`src/frd_pkg.sv`:
```
// frd_pkg: shared types and sequencer state codes for the fraction reducer.
// No dependencies; used by fraction_reduce_top.
`default_nettype none
package frd_pkg;

   typedef logic [2:0] state_type;

   localparam state_type ST_IDLE = 3'd0;
   localparam state_type ST_TWOS = 3'd1;
   localparam state_type ST_GCD  = 3'd2;
   localparam state_type ST_DIVN = 3'd3;
   localparam state_type ST_DIVD = 3'd4;

endpackage
`default_nettype wire

```
`src/frd_divider.sv`:
```
// frd_divider: restoring unsigned divider, one quotient bit per cycle.
// Standalone; instantiated by fraction_reduce_top.
`default_nettype none
module frd_divider #(
   parameter int VALUE_WIDTH = 16
) (
   input  wire                    clock,
   input  wire                    reset,
   input  wire                    start,
   input  wire [VALUE_WIDTH-1:0]  dividend,
   input  wire [VALUE_WIDTH-1:0]  divisor,
   output logic                   done,
   output logic [VALUE_WIDTH-1:0] quotient
);

   localparam int CW = $clog2(VALUE_WIDTH);

   logic [VALUE_WIDTH-1:0] rem_ff, rem_in;
   logic [VALUE_WIDTH-1:0] quo_ff, quo_in;
   logic [VALUE_WIDTH-1:0] dsr_ff, dsr_in;
   logic [CW-1:0]          cnt_ff, cnt_in;
   logic                   active_ff, active_in;
   logic                   done_ff, done_in;

   logic [VALUE_WIDTH:0]   shifted;
   logic [VALUE_WIDTH:0]   diff;
   logic                   take;

   always_comb begin
      shifted   = {rem_ff, quo_ff[VALUE_WIDTH-1]};
      diff      = shifted - {1'b0, dsr_ff};
      take      = (shifted >= {1'b0, dsr_ff});
      rem_in    = rem_ff;
      quo_in    = quo_ff;
      dsr_in    = dsr_ff;
      cnt_in    = cnt_ff;
      active_in = active_ff;
      done_in   = 1'b0;
      if (start) begin
         rem_in    = '0;
         quo_in    = dividend;
         dsr_in    = divisor;
         cnt_in    = CW'(VALUE_WIDTH - 1);
         active_in = 1'b1;
      end else if (active_ff) begin
         rem_in = take ? diff[VALUE_WIDTH-1:0] : shifted[VALUE_WIDTH-1:0];
         quo_in = {quo_ff[VALUE_WIDTH-2:0], take};
         cnt_in = cnt_ff - 1'b1;
         if (cnt_ff == '0) begin
            active_in = 1'b0;
            done_in   = 1'b1;
         end
      end
   end

   always_ff @(posedge clock) begin
      rem_ff <= rem_in;
      quo_ff <= quo_in;
      dsr_ff <= dsr_in;
      cnt_ff <= cnt_in;
      if (reset) begin
         active_ff <= 1'b0;
         done_ff   <= 1'b0;
      end else begin
         active_ff <= active_in;
         done_ff   <= done_in;
      end
   end

   assign done     = done_ff;
   assign quotient = quo_ff;

endmodule
`default_nettype wire

```
`src/fraction_reduce_top.sv`:
```
// fraction_reduce_top: reduces an unsigned fraction to lowest terms.
// Binary GCD with one shared subtractor, then two passes through frd_divider.
// Sequence: a zero numerator or denominator is answered directly from idle; otherwise
//   common twos are stripped, the GCD shift/subtract loop runs, then both divider passes.
// One request at a time, taken while busy is low; the response strobe cannot be stalled.
// Synchronous reset clears the sequencer and the response strobe.
`default_nettype none
module fraction_reduce_top #(
   parameter int VALUE_WIDTH = 16
) (
   input  wire                    clock,
   input  wire                    reset,
   input  wire                    start,
   output logic                   busy,
   input  wire [VALUE_WIDTH-1:0]  req_numerator,
   input  wire [VALUE_WIDTH-1:0]  req_denominator,
   output logic                   rsp_valid,
   output logic [VALUE_WIDTH-1:0] rsp_reduced_numerator,
   output logic [VALUE_WIDTH-1:0] rsp_reduced_denominator
);

   localparam int CW = $clog2(VALUE_WIDTH);

   frd_pkg::state_type state_ff, state_in;

   logic [VALUE_WIDTH-1:0] num_ff, num_in;
   logic [VALUE_WIDTH-1:0] den_ff, den_in;
   logic [VALUE_WIDTH-1:0] a_ff, a_in;
   logic [VALUE_WIDTH-1:0] b_ff, b_in;
   logic [VALUE_WIDTH-1:0] g_ff, g_in;
   logic [CW-1:0]          k_ff, k_in;
   logic [VALUE_WIDTH-1:0] rnum_ff, rnum_in;
   logic [VALUE_WIDTH-1:0] rden_ff, rden_in;
   logic                   valid_ff, valid_in;

   logic [VALUE_WIDTH:0]   diff;
   logic [VALUE_WIDTH:0]   ndiff;
   logic                   gcd_done;
   logic [VALUE_WIDTH-1:0] gcd_value;

   logic                   div_start;
   logic [VALUE_WIDTH-1:0] div_dividend;
   logic [VALUE_WIDTH-1:0] div_divisor;
   logic                   div_done;
   logic [VALUE_WIDTH-1:0] div_quotient;

   frd_divider #(
      .VALUE_WIDTH(VALUE_WIDTH)
   ) u_divider (
      .clock    (clock),
      .reset    (reset),
      .start    (div_start),
      .dividend (div_dividend),
      .divisor  (div_divisor),
      .done     (div_done),
      .quotient (div_quotient)
   );

   always_comb begin
      diff      = {1'b0, a_ff} - {1'b0, b_ff};
      ndiff     = -diff;
      gcd_done  = (a_ff == '0) || (b_ff == '0);
      gcd_value = (a_ff | b_ff) << k_ff;

      state_in  = state_ff;
      num_in    = num_ff;
      den_in    = den_ff;
      a_in      = a_ff;
      b_in      = b_ff;
      g_in      = g_ff;
      k_in      = k_ff;
      rnum_in   = rnum_ff;
      rden_in   = rden_ff;
      valid_in  = 1'b0;
      div_start    = 1'b0;
      div_dividend = num_ff;
      div_divisor  = g_ff;

      unique case (state_ff)
         frd_pkg::ST_IDLE: begin
            if (start) begin
               num_in = req_numerator;
               den_in = req_denominator;
               a_in   = req_numerator;
               b_in   = req_denominator;
               k_in   = '0;
               if ((req_numerator == '0) || (req_denominator == '0)) begin
                  rnum_in  = req_numerator;
                  rden_in  = req_denominator;
                  valid_in = 1'b1;
               end else begin
                  state_in = frd_pkg::ST_TWOS;
               end
            end
         end
         frd_pkg::ST_TWOS: begin
            if (a_ff[0] || b_ff[0]) begin
               state_in = frd_pkg::ST_GCD;
            end else begin
               a_in = a_ff >> 1;
               b_in = b_ff >> 1;
               k_in = k_ff + 1'b1;
            end
         end
         frd_pkg::ST_GCD: begin
            priority if (gcd_done) begin
               g_in         = gcd_value;
               div_start    = 1'b1;
               div_dividend = num_ff;
               div_divisor  = gcd_value;
               state_in     = frd_pkg::ST_DIVN;
            end else if (!a_ff[0]) begin
               a_in = a_ff >> 1;
            end else if (!b_ff[0]) begin
               b_in = b_ff >> 1;
            end else if (!diff[VALUE_WIDTH]) begin
               a_in = diff[VALUE_WIDTH:1];
            end else begin
               b_in = ndiff[VALUE_WIDTH:1];
            end
         end
         frd_pkg::ST_DIVN: begin
            if (div_done) begin
               rnum_in      = div_quotient;
               div_start    = 1'b1;
               div_dividend = den_ff;
               div_divisor  = g_ff;
               state_in     = frd_pkg::ST_DIVD;
            end
         end
         frd_pkg::ST_DIVD: begin
            if (div_done) begin
               rden_in  = div_quotient;
               valid_in = 1'b1;
               state_in = frd_pkg::ST_IDLE;
            end
         end
         default: begin
            state_in = frd_pkg::ST_IDLE;
         end
      endcase
   end

   always_ff @(posedge clock) begin
      num_ff  <= num_in;
      den_ff  <= den_in;
      a_ff    <= a_in;
      b_ff    <= b_in;
      g_ff    <= g_in;
      k_ff    <= k_in;
      rnum_ff <= rnum_in;
      rden_ff <= rden_in;
      if (reset) begin
         state_ff <= frd_pkg::ST_IDLE;
         valid_ff <= 1'b0;
      end else begin
         state_ff <= state_in;
         valid_ff <= valid_in;
      end
   end

   assign busy                    = (state_ff != frd_pkg::ST_IDLE);
   assign rsp_valid               = valid_ff;
   assign rsp_reduced_numerator   = rnum_ff;
   assign rsp_reduced_denominator = rden_ff;

endmodule
`default_nettype wire
```
`config.mk`:
```
export PLATFORM = sky130hd
export DESIGN_NAME = fraction_reduce_top
export DESIGN_NICKNAME = d
export VERILOG_FILES = /design/src/frd_pkg.sv /design/src/frd_divider.sv /design/src/fraction_reduce_top.sv
export SDC_FILE = /design/constraint.sdc
export NUM_CORES = 1
export LEC_CHECK = 0
export ABC_CLOCK_PERIOD_IN_PS = 5900
export BUFFER_PORTS_ARGS = -buffer_cell sky130_fd_sc_hd__buf_2
export CORE_MARGIN = 4
export CORE_UTILIZATION = 48
export DETAILED_ROUTE_END_ITERATION = 7
export PLACE_DENSITY_LB_ADDON = 0.25
export SLEW_MARGIN = 20
export SYNTH_ARGS = -nofsm -noshare
export SYNTH_HDL_FRONTEND = slang
export SYNTH_SLANG_ARGS = --single-unit
```
`constraint.sdc`:
```
create_clock -name clock -period 5.9 [get_ports clock]
set_input_delay 0.59 -clock clock [delete_from_list [all_inputs] [get_ports clock]]
set_output_delay 0.59 -clock clock [all_outputs]
set_load 0.02 [all_outputs]
```
After elaboration in Yosys (flattened, before gate mapping)
Cells that the tools add are included.
{ "totals": {"regBits": 174, "inputBits": 35, "out_inout_bits": 34, "elab_cells": 117} }
{ "op_classes": {"n_addsub": 5, "n_lt_le_gt_ge": 1, "eq_ne": 17, "n_shift": 1, "mux": 48, "bitwise": 2, "reduce_logical": 25} }
{ "op_table": {"columns": ["op", "count"], "rows": [
  ["2-to-1 mux 16 bit", 24],
  ["one-hot mux 16 bit (3 select lines)", 2],
  ["logical NOT 16 bit", 4],
  ["one-hot mux 16 bit (2 select lines)", 2],
  ["2-to-1 mux 3 bit", 6],
  ["AND reduction 6 bit", 3],
  [">= comparator 17 x 16 -> 1 bit", 1],
  ["negator 17 bit", 1],
  ["subtractor 16 x 16 -> 17 bit", 1],
  ["inequality test 2 bit, second input constant", 8],
  ["OR 16 bit", 1],
  ["left shift 16 x 4 -> 16 bit", 1],
  ["subtractor 16 bit", 1],
  ["one-hot mux 3 bit (5 select lines)", 1],
  ["AND reduction 4 bit", 3],
  ["inequality test 3 bit, second input constant", 3],
  ["2-to-1 mux 1 bit", 8],
  ["2-to-1 mux 4 bit", 2],
  ["one-hot mux 4 bit (2 select lines)", 1],
  ["nonzero test 2 bit", 4],
  ["equality test 3 x 2 -> 1 bit, second input constant", 2],
  ["nonzero test 3 bit", 2],
  ["AND reduction 5 bit", 1],
  ["adder 4 x 1 -> 4 bit, second input constant", 1],
  ["other kinds (12)", 16]
]} }

Longest topological paths before layout
Gate-level depths: netlist of run 1.
{ "logic_depth": {"ltp_word": 7, "mapped_depth": 13, "ltp_nobuf": 12} }

Modules after synthesis
Synthesis of run 1 repeated with hierarchy kept, for this count alone.
{ "hier_totals": {"hier_cells": 1008, "area_unflattened_um2": 10351.2} }
{ "by_module_without_submodules": {"columns": ["mod", "instances", "cells_each", "area_each_um2", "seq_area_each_um2"], "rows": [
  ["fraction_reduce_top", 1, 705, 7218.2, 3403.3],
  ["frd_divider", 1, 303, 3133.0, 1401.3]
]} }

Worst setup path after synthesis of run 1
OpenSTA, ideal clock, no wires.
{ "synth_timing": {"kind": "reg2reg", "startpoint": "reg state_ff[0]", "endpoint": "reg rnum_ff[0], in the netlist rsp_reduced_numerator[0] (enable)", "setup_time_ns": 0.372, "arrival_time_ns": 3.060, "required_ns": 5.528, "setup_slack_ns": 2.468, "path_stages_with_launch": 6, "n_path_buf": 1, "period_less_slack_ns": 3.432, "cell_sequence": "dfxtp_1 > clkbuf_1 > or3_1 > nor2_1 > nand2_1 > nand2_1"} }
{ "synth_via": {"elab_chain_len": 3, "word_cells_on_any_way": 7, "classes_between": "4 x eq/ne; 3 x reduce/logical"} }
{ "synth_rtl": {"columns": ["item", "line_no", "source"], "rows": [
  ["start: declaration", "fraction_reduce_top.sv:24", "frd_pkg::state_type state_ff, state_in;"],
  ["start signal: assignment", "fraction_reduce_top.sv:154", "state_ff <= frd_pkg::ST_IDLE;"],
  ["start signal: assignment", "fraction_reduce_top.sv:157", "state_ff <= state_in;"],
  ["equality test 3 x 2 -> 1 bit / logical NOT 3 bit (equally long branches)", "fraction_reduce_top.sv:79", "unique case (state_ff)"],
  ["inequality test 2 x 1 -> 1 bit (no source line) (tied with other cells)", null, null],
  ["AND reduction 4 bit (no source line) *", null, null],
  ["end signal: assignment", "fraction_reduce_top.sv:151", "rnum_ff <= rnum_in;"],
  ["end: declaration", "fraction_reduce_top.sv:32", "logic [VALUE_WIDTH-1:0] rnum_ff, rnum_in;"]
]} }
Mark *: on every way between the ends. The rest lies on a longest branch, timed or not.
A chain may end at the register's enable or synchronous reset.

Final worst setup path of run 1
{ "layout_timing": {"startpoint": "reg a_ff[0]", "endpoint": "reg a_ff[10] (data pin)"} }
{ "layout_via": {"elab_chain_len": 6} }
{ "layout_rtl": {"columns": ["item", "line_no", "source"], "rows": [
  ["start: declaration", "fraction_reduce_top.sv:28", "logic [VALUE_WIDTH-1:0] a_ff, a_in;"],
  ["start signal: assignment", "fraction_reduce_top.sv:147", "a_ff <= a_in;"],
  ["subtractor 16 x 16 -> 17 bit", "fraction_reduce_top.sv:60", "diff = {1'b0, a_ff} - {1'b0, b_ff};"],
  ["2-to-1 mux 16 bit", "fraction_reduce_top.sv:116", "end else if (!diff[VALUE_WIDTH]) begin"],
  ["2-to-1 mux 16 bit", "fraction_reduce_top.sv:114", "end else if (!b_ff[0]) begin"],
  ["2-to-1 mux 16 bit *", "fraction_reduce_top.sv:112", "end else if (!a_ff[0]) begin"],
  ["2-to-1 mux 16 bit *", "fraction_reduce_top.sv:106", "priority if (gcd_done) begin"],
  ["one-hot mux 16 bit (3 select lines) *", "fraction_reduce_top.sv:79", null],
  ["net a_in[10]", "fraction_reduce_top.sv:28", null]
]} }
Mark *: on every way through the listed nets, which the timed path passes. The rest lies on a longest branch. The select of a mux whose other input is x is not followed.

==> impl_results.html, run 1 <==
<table>
<tr><th>Metric</th><th>Value</th></tr>
<tr><th colspan="2">Status</th></tr>
<tr><td>Outcome</td><td>finished, final reports clean</td></tr>
<tr><th colspan="2">Timing</th></tr>
<tr><td>Hold_ws</td><td>389 ps</td></tr>
<tr><td>Hold violation count in the final report</td><td>0</td></tr>
<tr><td>Fin Setup TNS</td><td>0 ps</td></tr>
<tr><td>Clock Skew</td><td>14.1 ps</td></tr>
<tr><td>Ratio of final minimum period to clock period</td><td>0.614</td></tr>
<tr><td>Slew at the pin with the worst max-slew slack</td><td>1010 ps</td></tr>
<tr><td>Worst slew margin</td><td>0.327</td></tr>
<tr><td>Worst Setup Slack, final</td><td>2280 ps</td></tr>
<tr><td>Minimum clock period</td><td>3620 ps</td></tr>
<tr><td>RSZ-0062 raised after global routing</td><td>false</td></tr>
<tr><td>Highest clock rate</td><td>0.276 GHz</td></tr>
<tr><td>Count of final setup violators</td><td>0</td></tr>
<tr><td>Max Transition Viols Final</td><td>0</td></tr>
<tr><th colspan="2">Die</th></tr>
<tr><td>Starting Density</td><td>0.489</td></tr>
<tr><td>Number of rows created at floorplan</td><td>52</td></tr>
<tr><td>Number of top-level pins</td><td>69</td></tr>
<tr><td>Vertical die dimension</td><td>152 um</td></tr>
<tr><td>Horiz. Die Dim</td><td>152 um</td></tr>
<tr><td>Die outline area</td><td>23000 sq um</td></tr>
<tr><td>Core Region</td><td>20200 sq um</td></tr>
<tr><th colspan="2">Critical path</th></tr>
<tr><td>Data required, critical path</td><td>6160 ps</td></tr>
<tr><td>Crit Path Category</td><td>register to register</td></tr>
<tr><td>Total buffers and inverters traversed by the critical path</td><td>1</td></tr>
<tr><td>Critical path peak fanout</td><td>14</td></tr>
<tr><td>Worst-path cell chain</td><td>inv_1, ha_1, fa_1, nor2_1, o311ai_2, a2111oi_2, o21bai_1, a21oi_1, nand4_1, o21ai_0</td></tr>
<tr><td>Worst reg-to-reg setup slack</td><td>2280 ps</td></tr>
<tr><td>Startpoint of the worst register-to-register path</td><td>a_ff[0]$_DFFE_PP_</td></tr>
<tr><td>Top Family by Delay on Critical Path</td><td>compound AO/OA/AOI/OAI gates</td></tr>
<tr><td>Sort of element at the start of the critical path</td><td>register</td></tr>
<tr><td>Data arrival time of the worst path</td><td>3880 ps</td></tr>
<tr><td>Launching element of the worst setup path</td><td>a_ff[0]$_DFFE_PP_</td></tr>
<tr><td>Stage delay of the slowest cell on the critical path</td><td>520 ps</td></tr>
<tr><td>Slowest-stage cell, CP</td><td>a2111oi_2</td></tr>
<tr><td>Critical path capture point type</td><td>register</td></tr>
<tr><th colspan="2">Pwr</th></tr>
<tr><td>Cell Int Power</td><td>2.96 mW</td></tr>
<tr><td>Psw</td><td>1.98 mW</td></tr>
<tr><td>Pwr/cell area</td><td>445 nW/um^2</td></tr>
<tr><td>Proportion of power drawn by the clock network</td><td>0.235</td></tr>
<tr><td>Max IR drop VDD</td><td>266 uV</td></tr>
<tr><td>Share of power burned in combinational logic</td><td>0.423</td></tr>
<tr><td>P_leak</td><td>4.47 nW</td></tr>
<tr><td>Switching part of the total</td><td>0.401</td></tr>
<tr><td>Share of power burned in registers</td><td>0.342</td></tr>
<tr><th colspan="2">Yosys</th></tr>
<tr><td>Number of enable-type register cells in the synthesized netlist</td><td>132</td></tr>
<tr><td>Share of async-settable or async-resettable flops after synthesis</td><td>0</td></tr>
<tr><td>Number of distinct library cells after synthesis</td><td>72</td></tr>
<tr><td>Proportion of synthesized chip area in sequential cells</td><td>0.486</td></tr>
<tr><td>Synth Area per Inst</td><td>10.1 sq um</td></tr>
<tr><td>Post-Syn Nets</td><td>1068</td></tr>
<tr><td>Post-synthesis cell area</td><td>9890 sq um</td></tr>
<tr><td>Warnings from Yosys</td><td>0</td></tr>
<tr><td>Number of standard cells after synthesis</td><td>979</td></tr>
<tr><td>Most instantiated flip-flop cell in the synthesis netlist</td><td>edfxtp_1</td></tr>
<tr><td>Post-synthesis register bit count</td><td>174</td></tr>
<tr><th colspan="2">Clocking</th></tr>
<tr><td>Total number of H-tree levels</td><td>4</td></tr>
<tr><td>Clock insertion delay at the later pin of the skew report</td><td>430 ps</td></tr>
<tr><td>CTS Root Buffer Type</td><td>clkbuf_16</td></tr>
<tr><td>CTS tree</td><td>built</td></tr>
<tr><td>Post-CTS Resized</td><td>0</td></tr>
<tr><td>Number of buffers created by CTS</td><td>17</td></tr>
<tr><td>Clock buffer depth</td><td>2</td></tr>
<tr><td>Total setup buffers inserted after CTS</td><td>0</td></tr>
<tr><td>Hold buffer count at CTS</td><td>0</td></tr>
<tr><td>Clock-pin slew reported for the worst setup and hold paths after clock tree synthesis</td><td>70 ps</td></tr>
<tr><td>Sink count of the clock tree</td><td>174</td></tr>
<tr><th colspan="2">Drt</th></tr>
<tr><td>Vias per Instance</td><td>5.71</td></tr>
<tr><td>Via count</td><td>7512</td></tr>
<tr><td>Top routing layer used</td><td>met4</td></tr>
<tr><td>Sum of routed wire length over all layers</td><td>24.2 mm</td></tr>
<tr><td>Post-DR wirelength/cell</td><td>18.4 um</td></tr>
<tr><td>Total iterations of the first detailed-routing run</td><td>5</td></tr>
<tr><td>Met1 routed wirelength after detailed routing</td><td>11.4 mm</td></tr>
<tr><td>Number of DRC markers after the initial detailed-route iteration</td><td>629</td></tr>
<tr><td>Antenna violation net count after detailed routing</td><td>0</td></tr>
<tr><td>Met3 layer wire length in the routed design</td><td>1.38 mm</td></tr>
<tr><td>Final routed DRC violation total</td><td>0</td></tr>
<tr><td>Length of routed met2 wiring</td><td>10.9 mm</td></tr>
<tr><th colspan="2">Placement</th></tr>
<tr><td>Final weighted congestion in routability-driven placement</td><td>0.874</td></tr>
<tr><td>Estimated wirelength of the detail-placed design</td><td>18.1 mm</td></tr>
<tr><td>Dpl ws</td><td>2010 ps</td></tr>
<tr><td>Count of input and output buffers</td><td>68</td></tr>
<tr><th colspan="2">Min path</th></tr>
<tr><td>Hold path start</td><td>req_denominator[10]</td></tr>
<tr><td>Path type of the worst min-delay path</td><td>primary input to register</td></tr>
<tr><th colspan="2">Cells and area</th></tr>
<tr><td>Most common library cell in the layout ignoring fill and taps</td><td>nand2_1</td></tr>
<tr><td>Area Overhead vs Synth</td><td>12.3%</td></tr>
<tr><td>Commonest cells after routing, fill and taps aside</td><td>nand2_1, edfxtp_1, inv_1</td></tr>
<tr><td>Sequential cell area</td><td>4800 sq um</td></tr>
<tr><td>Proportion of layout cells with a drive suffix above 1</td><td>0.147</td></tr>
<tr><td>Share of the core filled with cells in the final layout</td><td>0.549</td></tr>
<tr><td>Filler Cell Count</td><td>1786</td></tr>
<tr><td>Number of nets in the final layout</td><td>1121</td></tr>
<tr><td>Area of the multi-input gates</td><td>4670 sq um</td></tr>
<tr><td>Number of antenna repair diodes</td><td>0</td></tr>
<tr><th colspan="2">GRT</th></tr>
<tr><td>Number of global-route vias before repair</td><td>7041</td></tr>
<tr><td>Number of antenna violations at the first check in global routing</td><td>0</td></tr>
<tr><td>Pin count of the biggest net entering global routing</td><td>40</td></tr>
<tr><td>First-pass GRT wire length</td><td>37.8 mm</td></tr>
<tr><td>Final global-route overflow total</td><td>0</td></tr>
<tr><td>Overall track demand over capacity in global routing</td><td>0.213</td></tr>
<tr><th colspan="2">Job</th></tr>
<tr><td>Reported max-cap violation count</td><td>0</td></tr>
</table>
## cell usage after synthesis, types with 9 or more instances
library cell,instances,area (sq um)
nand2b_1,9,56.3
nand4_1,9,56.3
nor2_1,56,210
edfxtp_1,132,3960
xnor2_1,30,263
mux2_2,19,214
nor2b_1,9,56.3
mux2i_1,31,310
ha_1,52,651
nand2_1,148,556
xor2_1,12,105
a211oi_1,10,75.1
dfxtp_1,42,841
nor4_1,22,138
o21ai_0,65,325
a21oi_1,48,240
nand3_1,10,50.1
a31oi_1,19,119
inv_1,72,270
a22oi_1,30,225
clkbuf_1,34,128
## power by group through the flow
stage	registers, mW	clock network, mW	logic [mW]
finish	1.69	1.16	2.09
CTS	1.69	1.17	2.08
detailed placement	1.71	0	2.07
global route	1.71	1.23	2.30
global placement	1.71	0	2.05
floorplan	1.62	0	1.63
## registers in the layout (all words and copies together) (netlist names), 4 cells and up
name                     cells
b_ff                        16
g_ff                        16
u_divider.dsr_ff            16
den_ff                      16
k_ff                         4
u_divider.rem_ff            16
rsp_reduced_denominator     16
a_ff                        16
u_divider.cnt_ff             4
rsp_reduced_numerator       16
num_ff                      16
u_divider.quotient          16
## logic make-up after synthesis
group                    after synthesis  share of synthesized area
buffers and inverters                117                     0.0458
adder cells (fa/ha/maj)               54                     0.0698
AND/OR/NAND/NOR                      298                      0.139
flip-flops                           174                      0.486
XOR/XNOR                              45                     0.0421
AO/OA/AOI/OAI                        240                      0.162
multiplexers                          51                     0.0553
## final timing paths
kind / depth (start not counted) / to
worst min register to register: 2 / g_ff[2]$_DFF_P_
worst max register to register: 10 / a_ff[10]$_DFFE_PP_
worst max-delay path: 10 / a_ff[10]$_DFFE_PP_
worst min-delay path: 1 / den_ff[10]$_DFFE_PP_
## per-stage QoR
step                      cells  area (sq um)  power, mW
after floorplan             979          9890       3.25
after global placement     1283         10500       3.75
after detailed placement   1283         10500       3.78
after CTS                  1315         11100       4.94
after global routing       1315         11100       5.24
final                      1315         11100       4.95
## layout make-up
| type | count | share of cell area |
|---|---|---|
| flip-flops and latches | 174 | 0.433 |
| multi-input cells | 688 | 0.420 |
| clock buffers | 17 | 0.0383 |
| repair buffers | 76 | 0.0360 |
| well taps | 270 | 0.0304 |
| inverters | 75 | 0.0253 |
| clock inverters | 15 | 0.0171 |
## metal layers
layer,track usage,vias up
met5,0,-
met4,0.0692,0
met3,0.0324,35
met2,0.327,231
met1,0.311,3575
li1,-,3671
Note: power is estimated with default switching activity, not from simulation.
==> run 2, diff against run 1 <==
--- a/config.mk
+++ b/config.mk
@@ -5,7 +5,8 @@
 export SDC_FILE = /design/constraint.sdc
 export NUM_CORES = 1
 export LEC_CHECK = 0
-export ABC_CLOCK_PERIOD_IN_PS = 5900
+export ABC_AREA = 1
+export ABC_CLOCK_PERIOD_IN_PS = 3750
 export BUFFER_PORTS_ARGS = -buffer_cell sky130_fd_sc_hd__buf_2
 export CORE_MARGIN = 4
 export CORE_UTILIZATION = 48
==> constraint.sdc (replaced) <==
create_clock -name clock -period 3.75 [get_ports clock]
set_input_delay 0.375 -clock clock [delete_from_list [all_inputs] [get_ports clock]]
set_output_delay 0.375 -clock clock [all_outputs]
set_load 0.02 [all_outputs]
==> run 2 against run 1 <==
Effect of this change:
- synthesized cell count is 31% higher
- critical path depth rose by 1
- cell count up 24%
- global-route usage grew 2.6 points
- first-iteration DRC count rose by 6.0%
- sequential cell count is the same
- highest routed layer unchanged
- combinational power up 150%
==> impl_results.html, run 2 <==
<table>
<tr><th>Metric</th><th>Value</th></tr>
<tr><th colspan="2">Cells and area</th></tr>
<tr><td>Share of the core filled with cells in the final layout</td><td>0.550 (+0.000675)</td></tr>
<tr><td>Most common library cell in the layout ignoring fill and taps</td><td>nand2_1</td></tr>
<tr><td>Number of antenna repair diodes</td><td>0 (unchanged)</td></tr>
<tr><td>Proportion of layout cells with a drive suffix above 1</td><td>0.114 (-0.0331)</td></tr>
<tr><td>Area Overhead vs Synth</td><td>11.6%</td></tr>
<tr><td>Commonest cells after routing, fill and taps aside</td><td>nand2_1, inv_1, edfxtp_1</td></tr>
<tr><td>Sequential cell area</td><td>4800 sq um (unchanged)</td></tr>
<tr><td>Filler Cell Count</td><td>1979 (+11%)</td></tr>
<tr><td>Area of the multi-input gates</td><td>4770 sq um (+2.2%)</td></tr>
<tr><td>Number of nets in the final layout</td><td>1432 (+28%)</td></tr>
<tr><td>Final Cell Area</td><td>11700 sq um (+5.0%)</td></tr>
<tr><th colspan="2">Timing</th></tr>
<tr><td>Highest clock rate</td><td>0.319 GHz (+16%)</td></tr>
<tr><td>Slew at the pin with the worst max-slew slack</td><td>991 ps (-17.5 ps)</td></tr>
<tr><td>Hold violation count in the final report</td><td>0 (unchanged)</td></tr>
<tr><td>Count of final setup violators</td><td>0 (unchanged)</td></tr>
<tr><td>Minimum clock period</td><td>3130 ps (-493 ps)</td></tr>
<tr><td>Clock Skew</td><td>15.6 ps (+1.52 ps)</td></tr>
<tr><td>RSZ-0062 raised after global routing</td><td>false</td></tr>
<tr><td>Max Transition Viols Final</td><td>0 (unchanged)</td></tr>
<tr><td>Fin Setup TNS</td><td>0 ps (unchanged)</td></tr>
<tr><td>Hold_ws</td><td>113 ps (-276 ps)</td></tr>
<tr><td>Worst slew margin</td><td>0.338 (+0.0108)</td></tr>
<tr><td>Ratio of final minimum period to clock period</td><td>0.835 (+0.221)</td></tr>
<tr><th colspan="2">Min path</th></tr>
<tr><td>Path type of the worst min-delay path</td><td>primary input to register</td></tr>
<tr><td>Hold path start</td><td>req_numerator[10]</td></tr>
<tr><td>Number of cells on the worst hold path</td><td>1 (unchanged)</td></tr>
<tr><td>Endpoint with the worst hold slack</td><td>num_ff[10]$_DFFE_PP_</td></tr>
<tr><th colspan="2">GRT</th></tr>
<tr><td>Pin count of the biggest net entering global routing</td><td>50 (+25%)</td></tr>
<tr><td>Number of antenna violations at the first check in global routing</td><td>0 (unchanged)</td></tr>
<tr><td>Final global-route overflow total</td><td>0 (unchanged)</td></tr>
<tr><td>Number of global-route vias before repair</td><td>8742 (+24%)</td></tr>
<tr><td>First-pass GRT wire length</td><td>45.6 mm (+21%)</td></tr>
<tr><td>Overall track demand over capacity in global routing</td><td>0.239 (+0.0261)</td></tr>
<tr><th colspan="2">Yosys</th></tr>
<tr><td>Warnings from Yosys</td><td>0 (unchanged)</td></tr>
<tr><td>Most instantiated flip-flop cell in the synthesis netlist</td><td>edfxtp_1</td></tr>
<tr><td>Synth Area per Inst</td><td>8.13 sq um (-20%)</td></tr>
<tr><td>Post-synthesis cell area</td><td>10400 sq um (+5.6%)</td></tr>
<tr><td>Synth top cells by count</td><td>nand2_1, inv_1, edfxtp_1</td></tr>
<tr><td>Proportion of synthesized chip area in sequential cells</td><td>0.460 (-0.0258)</td></tr>
<tr><td>Post-Syn Nets</td><td>1374 (+29%)</td></tr>
<tr><td>Dominant cell by count in the synthesized netlist</td><td>nand2_1</td></tr>
<tr><td>Number of enable-type register cells in the synthesized netlist</td><td>132 (unchanged)</td></tr>
<tr><td>Post-synthesis register bit count</td><td>174 (unchanged)</td></tr>
<tr><td>Area share of the leading cell type in the synthesized netlist</td><td>0.379 (-0.0213)</td></tr>
<tr><td>Cell accounting for the most synthesized area</td><td>edfxtp_1</td></tr>
<tr><td>Synth top area cells</td><td>edfxtp_1, nand2_1, dfxtp_1</td></tr>
<tr><td>Number of distinct library cells after synthesis</td><td>46 (-36%)</td></tr>
<tr><td>Number of standard cells after synthesis</td><td>1285 (+31%)</td></tr>
<tr><td>Share of async-settable or async-resettable flops after synthesis</td><td>0 (unchanged)</td></tr>
<tr><th colspan="2">Die</th></tr>
<tr><td>Die outline area</td><td>24200 sq um (+5.3%)</td></tr>
<tr><td>Starting Density</td><td>0.492 (+0.00341)</td></tr>
<tr><td>Core Region</td><td>21200 sq um (+4.9%)</td></tr>
<tr><td>Number of top-level pins</td><td>69 (unchanged)</td></tr>
<tr><td>Vertical die dimension</td><td>156 um (+2.6%)</td></tr>
<tr><td>Number of rows created at floorplan</td><td>53 (+1.9%)</td></tr>
<tr><td>Horiz. Die Dim</td><td>156 um (+2.6%)</td></tr>
<tr><th colspan="2">Clocking</th></tr>
<tr><td>Total setup buffers inserted after CTS</td><td>0 (unchanged)</td></tr>
<tr><td>CTS Root Buffer Type</td><td>clkbuf_16</td></tr>
<tr><td>Total number of H-tree levels</td><td>4 (unchanged)</td></tr>
<tr><td>Clock insertion delay at the later pin of the skew report</td><td>450 ps (+20 ps)</td></tr>
<tr><td>CTS tree</td><td>built</td></tr>
<tr><td>Clock-pin slew reported for the worst setup and hold paths after clock tree synthesis</td><td>80 ps (about the same)</td></tr>
<tr><td>Number of buffers created by CTS</td><td>17 (unchanged)</td></tr>
<tr><td>Sink count of the clock tree</td><td>174 (unchanged)</td></tr>
<tr><td>Post-CTS Resized</td><td>0 (unchanged)</td></tr>
<tr><td>Hold buffer count at CTS</td><td>0 (unchanged)</td></tr>
<tr><td>Clock buffer depth</td><td>2 (unchanged)</td></tr>
<tr><th colspan="2">Critical path</th></tr>
<tr><td>Crit Path Category</td><td>register to register</td></tr>
<tr><td>Data required, critical path</td><td>3880 ps (-2280 ps)</td></tr>
<tr><td>Total buffers and inverters traversed by the critical path</td><td>4 (+3)</td></tr>
<tr><td>Worst reg-to-reg setup slack</td><td>620 ps (-1660 ps)</td></tr>
<tr><td>Critical path capture point type</td><td>register</td></tr>
<tr><td>Count of cells along the worst register-to-register path</td><td>11 (+1)</td></tr>
<tr><td>Sort of element at the start of the critical path</td><td>register</td></tr>
<tr><td>Top Family by Delay on Critical Path</td><td>simple AND/OR/NAND/NOR gates</td></tr>
<tr><td>Startpoint of the worst register-to-register path</td><td>b_ff[0]$_DFFE_PP_</td></tr>
<tr><td>Critical path peak fanout</td><td>17 (+3)</td></tr>
<tr><td>Worst-path cell chain</td><td>inv_2, nand2_1, nor3_1, nand4_1, nand2_1, nand2_2, clkinv_1, nor3_1, inv_1, nor3_2, buf_4</td></tr>
<tr><td>Slowest-stage cell, CP</td><td>edfxtp_1</td></tr>
<tr><td>Stage delay of the slowest cell on the critical path</td><td>610 ps (+90 ps)</td></tr>
<tr><td>Data arrival time of the worst path</td><td>3260 ps (-620 ps)</td></tr>
<tr><td>RR Endpoint</td><td>b_ff[11]$_DFFE_PP_</td></tr>
<tr><th colspan="2">Placement</th></tr>
<tr><td>Estimated wirelength of the detail-placed design</td><td>21.8 mm (+20%)</td></tr>
<tr><td>Final weighted congestion in routability-driven placement</td><td>0.954 (+9.2%)</td></tr>
<tr><td>Count of input and output buffers</td><td>68 (unchanged)</td></tr>
<tr><td>Total cell area at the placement stage</td><td>11100 sq um (+5.5%)</td></tr>
<tr><th colspan="2">Drt</th></tr>
<tr><td>Antenna violation net count after detailed routing</td><td>0 (unchanged)</td></tr>
<tr><td>Top routing layer used</td><td>met4</td></tr>
<tr><td>Vias per Instance</td><td>5.51 (-3.5%)</td></tr>
<tr><td>Length of routed met2 wiring</td><td>13.7 mm (+26%)</td></tr>
<tr><td>Via count</td><td>8993 (+20%)</td></tr>
<tr><td>Final routed DRC violation total</td><td>0 (unchanged)</td></tr>
<tr><td>Post-DR wirelength/cell</td><td>17.5 um (-4.9%)</td></tr>
<tr><td>Met1 routed wirelength after detailed routing</td><td>12.3 mm (+7.4%)</td></tr>
<tr><td>Met3 layer wire length in the routed design</td><td>1.70 mm (+23%)</td></tr>
<tr><td>Total iterations of the first detailed-routing run</td><td>5 (unchanged)</td></tr>
<tr><td>Sum of routed wire length over all layers</td><td>28.6 mm (+18%)</td></tr>
<tr><td>Number of DRC markers after the initial detailed-route iteration</td><td>667 (+6.0%)</td></tr>
<tr><th colspan="2">Pwr</th></tr>
<tr><td>P_leak</td><td>5.17 nW (+16%)</td></tr>
<tr><td>Max IR drop VDD</td><td>535 uV (+100%)</td></tr>
<tr><td>Final Power</td><td>9.74 mW (+97%)</td></tr>
<tr><td>Pwr/cell area</td><td>835 nW/um^2 (+87%)</td></tr>
<tr><th colspan="2">Job</th></tr>
<tr><td>Reported max-cap violation count</td><td>0 (unchanged)</td></tr>
<tr><th colspan="2">Status</th></tr>
<tr><td>Outcome</td><td>finished, final reports clean</td></tr>
</table>
[run 2: cell types whose count changed after synthesis, sizes merged, moves of 22 or more]
cell	change
nand3	+83
mux2i	-29
nor2	+39
nand2	+193
xnor2	-22
a22oi	-30
inv	+111
[run 2: worst register-to-register path, cell delays in order (launching register included)]
cell,delay (ps)
edfxtp_1,610
inv_2,190
nand2_1,140
nor3_1,60
nand4_1,120
nand2_1,80
nand2_2,250
clkinv_1,430
nor3_1,400
inv_1,140
nor3_2,130
buf_4,270
[run 2: worst max path at each step]
| stage | startpoint | to | slack [ps] | depth (start not counted) |
|---|---|---|---|---|
| 2_1_floorplan | a_ff[0]$_DFFE_PP_ | b_ff[10]$_DFFE_PP_ | 350 | 15 |
| 5_1_grt | b_ff[0]$_DFFE_PP_ | a_ff[6]$_DFFE_PP_ | 370 | 11 |
| 4_1_cts | a_ff[0]$_DFFE_PP_ | b_ff[13]$_DFFE_PP_ | 690 | 16 |
| 6_report | b_ff[0]$_DFFE_PP_ | b_ff[11]$_DFFE_PP_ | 620 | 11 |
| 3_5_place_dp | a_ff[0]$_DFFE_PP_ | b_ff[13]$_DFFE_PP_ | 730 | 16 |
| 3_3_place_gp | b_ff[0]$_DFFE_PP_ | a_ff[10]$_DFFE_PP_ | 830 | 11 |
[run 2: logic make-up after synthesis]
group,after synthesis,synth area share
AOI/OAI and AO/OA,223,0.128
xor gates and xnor gates,21,0.0176
adders and majority gates,54,0.0661
buffers and inverters,230,0.0860
DFF,174,0.460
muxes,2,0.00192
and+or+nand+nor,581,0.241
[run 2: stage by stage]
stage               worst slack [ps]  cells
CTS                              691   1631
floorplan                        352   1285
global placement                 832   1599
finish                           620   1631
global route                     367   1631
detailed placement               731   1599
[run 2: layout make-up]
class | instances | share of cell area
Clock buffer | 17 | 0.0365
Timing Repair Buffer | 83 | 0.0388
Inverter | 186 | 0.0599
Clock inverter | 15 | 0.0143
Tap cell | 275 | 0.0295
Sequential cell | 174 | 0.412
Multi-Input combinational cell | 881 | 0.409
[run 2: report_power, final]
group	internal [mW]	leakage (nW)	total, mW	switching [mW]
Sequential	2.56	1.54	2.82	0.264
Combinational	1.53	3.35	5.16	3.63
Clock	0.893	0.282	1.75	0.861
[run 2: layer usage]
| metal | vias to the layer above | global-route usage |
|---|---|---|
| met5 | - | 0 |
| met2 | 323 | 0.394 |
| met1 | 4142 | 0.323 |
| met4 | 0 | 0.0805 |
| met3 | 63 | 0.0406 |
| li1 | 4465 | - |
==> run 3, diff against run 2 <==
--- a/config.mk
+++ b/config.mk
@@ -6,7 +6,7 @@
 export NUM_CORES = 1
 export LEC_CHECK = 0
 export ABC_AREA = 1
-export ABC_CLOCK_PERIOD_IN_PS = 3750
+export ABC_CLOCK_PERIOD_IN_PS = 3150
 export BUFFER_PORTS_ARGS = -buffer_cell sky130_fd_sc_hd__buf_2
 export CORE_MARGIN = 4
 export CORE_UTILIZATION = 48
==> constraint.sdc (replaced) <==
create_clock -name clock -period 3.15 [get_ports clock]
set_input_delay 0.315 -clock clock [delete_from_list [all_inputs] [get_ports clock]]
set_output_delay 0.315 -clock clock [all_outputs]
set_load 0.02 [all_outputs]
==> run 3 against run 2 <==
Effect of this change:
- routed wire length rose by 0.64%
- clock skew fell by 3.0 ps
- non-clock buffer count rose by 11
- cell count rose by 0.67%
- largest power group unchanged
- sequential power rose by 18%
- fmax rose by 12%
- count of clock-buffer cells in the layout did not move
- worst setup slack got worse by 250 ps
- clock power rose by 25%
==> impl_results.html, run 3 (synthesized netlist as in run 2, its figures left out) <==
<table>
<tr><th>Metric</th><th>Value</th></tr>
<tr><th colspan="2">Status</th></tr>
<tr><td>Outcome</td><td>finished, final reports clean</td></tr>
<tr><th colspan="2">Job</th></tr>
<tr><td>Reported max-cap violation count</td><td>0 (unchanged)</td></tr>
<tr><th colspan="2">Clocking</th></tr>
<tr><td>Hold buffer count at CTS</td><td>0 (unchanged)</td></tr>
<tr><td>Clock buffer depth</td><td>2 (unchanged)</td></tr>
<tr><td>Total setup buffers inserted after CTS</td><td>0 (unchanged)</td></tr>
<tr><td>Number of buffers created by CTS</td><td>17 (unchanged)</td></tr>
<tr><td>CTS tree</td><td>built</td></tr>
<tr><td>Total number of H-tree levels</td><td>4 (unchanged)</td></tr>
<tr><td>Sink count of the clock tree</td><td>174 (unchanged)</td></tr>
<tr><td>Clock insertion delay at the later pin of the skew report</td><td>430 ps (-20 ps)</td></tr>
<tr><td>Post-CTS Resized</td><td>0 (unchanged)</td></tr>
<tr><td>CTS Root Buffer Type</td><td>clkbuf_16</td></tr>
<tr><td>Clock-pin slew reported for the worst setup and hold paths after clock tree synthesis</td><td>80 ps (about the same)</td></tr>
<tr><th colspan="2">Die</th></tr>
<tr><td>Starting Density</td><td>0.492 (unchanged)</td></tr>
<tr><td>Die outline area</td><td>24200 sq um (unchanged)</td></tr>
<tr><td>Number of rows created at floorplan</td><td>53 (unchanged)</td></tr>
<tr><td>Horiz. Die Dim</td><td>156 um (unchanged)</td></tr>
<tr><td>Vertical die dimension</td><td>156 um (unchanged)</td></tr>
<tr><td>Number of top-level pins</td><td>69 (unchanged)</td></tr>
<tr><td>Core Region</td><td>21200 sq um (unchanged)</td></tr>
<tr><th colspan="2">Cells and area</th></tr>
<tr><td>Number of antenna repair diodes</td><td>0 (unchanged)</td></tr>
<tr><td>Area of the multi-input gates</td><td>4770 sq um (unchanged)</td></tr>
<tr><td>Final Cell Area</td><td>11800 sq um (+0.93%)</td></tr>
<tr><td>Commonest cells after routing, fill and taps aside</td><td>nand2_1, inv_1, edfxtp_1</td></tr>
<tr><td>Sequential cell area</td><td>4800 sq um (unchanged)</td></tr>
<tr><td>Proportion of layout cells with a drive suffix above 1</td><td>0.121 (+0.00713)</td></tr>
<tr><td>Filler Cell Count</td><td>1974 (-0.25%)</td></tr>
<tr><td>Number of nets in the final layout</td><td>1443 (+0.77%)</td></tr>
<tr><td>Area Overhead vs Synth</td><td>12.7%</td></tr>
<tr><td>Most common library cell in the layout ignoring fill and taps</td><td>nand2_1</td></tr>
<tr><th colspan="2">Critical path</th></tr>
<tr><td>Top Family by Delay on Critical Path</td><td>simple AND/OR/NAND/NOR gates</td></tr>
<tr><td>Worst-path cell chain</td><td>inv_1, ha_1, fa_1, inv_1, nand3_1, nand3_2, nand2_1, nand2_2, nand2_1, nor3_1, nand4_1, nand3_1, nand2_1, nand2_1, nand2_1</td></tr>
<tr><td>Launching element of the worst setup path</td><td>a_ff[0]$_DFFE_PP_</td></tr>
<tr><td>Slowest-stage cell, CP</td><td>fa_1</td></tr>
<tr><td>Data required, critical path</td><td>3340 ps (-540 ps)</td></tr>
<tr><td>Worst reg-to-reg setup slack</td><td>370 ps (-250 ps)</td></tr>
<tr><td>Count of cells along the worst register-to-register path</td><td>15 (+4)</td></tr>
<tr><td>Stage delay of the slowest cell on the critical path</td><td>420 ps (-190 ps)</td></tr>
<tr><td>Crit Path Category</td><td>register to register</td></tr>
<tr><td>CP dominant cell by count</td><td>nand2_1</td></tr>
<tr><td>Data arrival time of the worst path</td><td>2980 ps (-280 ps)</td></tr>
<tr><td>WP depth</td><td>15 (+4)</td></tr>
<tr><td>Total buffers and inverters traversed by the critical path</td><td>2 (-2)</td></tr>
<tr><td>RR Endpoint</td><td>b_ff[14]$_DFFE_PP_</td></tr>
<tr><td>Sort of element at the start of the critical path</td><td>register</td></tr>
<tr><td>Startpoint of the worst register-to-register path</td><td>a_ff[0]$_DFFE_PP_</td></tr>
<tr><td>End of the critical path</td><td>b_ff[14]$_DFFE_PP_</td></tr>
<tr><td>Critical path capture point type</td><td>register</td></tr>
<tr><td>Critical path peak fanout</td><td>6 (-11)</td></tr>
<tr><th colspan="2">Pwr</th></tr>
<tr><td>Proportion of power drawn by the clock network</td><td>0.186 (+0.006)</td></tr>
<tr><td>Switching part of the total</td><td>0.483 (-0.00517)</td></tr>
<tr><td>P_leak</td><td>5.25 nW (+1.5%)</td></tr>
<tr><td>Share of power burned in combinational logic</td><td>0.532 (+0.002)</td></tr>
<tr><td>Pwr/cell area</td><td>1000 nW/um^2 (+20%)</td></tr>
<tr><td>Share of power burned in registers</td><td>0.282 (-0.008)</td></tr>
<tr><td>Final Power</td><td>11.8 mW (+21%)</td></tr>
<tr><td>Psw</td><td>5.69 mW (+20%)</td></tr>
<tr><td>Max IR drop VDD</td><td>595 uV (+11%)</td></tr>
<tr><td>Cell Int Power</td><td>6.09 mW (+22%)</td></tr>
<tr><th colspan="2">Drt</th></tr>
<tr><td>Final routed DRC violation total</td><td>0 (unchanged)</td></tr>
<tr><td>Antenna violation net count after detailed routing</td><td>0 (unchanged)</td></tr>
<tr><td>Sum of routed wire length over all layers</td><td>28.7 mm (+0.64%)</td></tr>
<tr><td>Vias per Instance</td><td>5.50 (-0.33%)</td></tr>
<tr><td>Total iterations of the first detailed-routing run</td><td>6 (+1)</td></tr>
<tr><td>Via count</td><td>9024 (+0.34%)</td></tr>
<tr><td>Number of DRC markers after the initial detailed-route iteration</td><td>834 (+25%)</td></tr>
<tr><td>Post-DR wirelength/cell</td><td>17.5 um (about the same)</td></tr>
<tr><th colspan="2">Timing</th></tr>
<tr><td>Clock Skew</td><td>12.6 ps (-3.03 ps)</td></tr>
<tr><td>Ratio of final minimum period to clock period</td><td>0.884 (+0.0493)</td></tr>
<tr><td>Fin Setup TNS</td><td>0 ps (unchanged)</td></tr>
<tr><td>Max Transition Viols Final</td><td>0 (unchanged)</td></tr>
<tr><td>Hold_ws</td><td>68.6 ps (-44.6 ps)</td></tr>
<tr><td>Hold violation count in the final report</td><td>0 (unchanged)</td></tr>
<tr><td>Slew at the pin with the worst max-slew slack</td><td>787 ps (-204 ps)</td></tr>
<tr><td>Count of final setup violators</td><td>0 (unchanged)</td></tr>
<tr><td>Worst Setup Slack, final</td><td>365 ps (-255 ps)</td></tr>
<tr><td>RSZ-0062 raised after global routing</td><td>false</td></tr>
<tr><td>Minimum clock period</td><td>2780 ps (-345 ps)</td></tr>
<tr><td>Highest clock rate</td><td>0.359 GHz (+12%)</td></tr>
<tr><td>Worst slew margin</td><td>0.473 (+0.135)</td></tr>
<tr><th colspan="2">GRT</th></tr>
<tr><td>Overall track demand over capacity in global routing</td><td>0.237 (-0.00184)</td></tr>
<tr><td>Number of global-route vias before repair</td><td>8604 (-1.6%)</td></tr>
<tr><td>Met2 routing resource usage after global routing</td><td>0.407 (+0.0130)</td></tr>
<tr><td>Number of antenna violations at the first check in global routing</td><td>0 (unchanged)</td></tr>
<tr><td>Pin count of the biggest net entering global routing</td><td>50 (unchanged)</td></tr>
<tr><td>Met3 Resource Use GR</td><td>0.0392 (-0.00139)</td></tr>
<tr><td>Layer with the highest usage</td><td>met2</td></tr>
<tr><td>GR met1 Demand/Resource</td><td>0.316 (-0.00695)</td></tr>
<tr><td>First-pass GRT wire length</td><td>45.5 mm (-0.27%)</td></tr>
<tr><td>Final global-route overflow total</td><td>0 (unchanged)</td></tr>
<tr><th colspan="2">Placement</th></tr>
<tr><td>Total cell area at the placement stage</td><td>11200 sq um (+0.75%)</td></tr>
<tr><td>Dpl ws</td><td>396 ps (-335 ps)</td></tr>
<tr><td>Count of input and output buffers</td><td>68 (unchanged)</td></tr>
<tr><td>Final weighted congestion in routability-driven placement</td><td>0.949 (-0.57%)</td></tr>
<tr><td>Estimated wirelength of the detail-placed design</td><td>21.9 mm (+0.52%)</td></tr>
<tr><th colspan="2">Min path</th></tr>
<tr><td>Path type of the worst min-delay path</td><td>primary input to register</td></tr>
</table>
## run 3: cell types whose count changed in the layout (fill, tap and decap cells not counted)
cell        change
buf_4          +11
bufinv_16       +1
clkinvlp_4      -2
inv_8           +1
## run 3: stage by stage
step / util / cells
6_report: 0.555 / 1642
5_1_grt: 0.555 / 1642
4_1_cts: 0.555 / 1642
3_5_place_dp: 0.526 / 1610
3_3_place_gp: 0.526 / 1610
2_1_floorplan: - / 1285
## run 3: routing by layer
metal	wire length (um)	vias up
met5	0	-
met4	509	0
met3	1590	34
met2	14300	288
met1	12400	4218
li1	-	4484
## run 3: worst reg2reg max path: stages, from the launching register on
cell and delay, ps:
edfxtp_1 360, inv_1 100, ha_1 240, fa_1 430, inv_1 100, nand3_1 120
nand3_2 130, nand2_1 70, nand2_2 140, nand2_1 100, nor3_1 350, nand4_1 160
nand3_1 110, nand2_1 60, nand2_1 50, nand2_1 50
## run 3: worst min-delay path by stage
stage                            startpoint                        to  slack (ps)  cells after the start
after CTS                 req_numerator[10]      num_ff[10]$_DFFE_PP_          50                      1
final                     req_numerator[11]      num_ff[11]$_DFFE_PP_          70                      1
after global placement      g_ff[4]$_DFF_P_           g_ff[4]$_DFF_P_         440                      2
after global routing      req_numerator[10]      num_ff[10]$_DFFE_PP_          50                      1
after detailed placement    g_ff[4]$_DFF_P_           g_ff[4]$_DFF_P_         440                      2
after floorplan                       reset  state_ff[2]$_SDFFE_PP0P_         380                      1
## run 3: power groups by stage
stage | Sequential, mW | Combinational (mW) | Clock, mW
2_1_floorplan | 3.29 | 4.55 | 0
3_3_place_gp | 3.35 | 6.14 | 0
3_5_place_dp | 3.36 | 6.18 | 0
4_1_cts | 3.31 | 6.21 | 2.21
5_1_grt | 3.36 | 7.02 | 2.32
6_report | 3.32 | 6.27 | 2.19
## run 3: cell type report
type	count	area share
inverters	186	0.0593
clock inverters	15	0.0164
multi-input cells	881	0.405
flip-flops and latches	174	0.408
well taps	275	0.0292
clock buffers	17	0.0361
repair buffers	94	0.0455
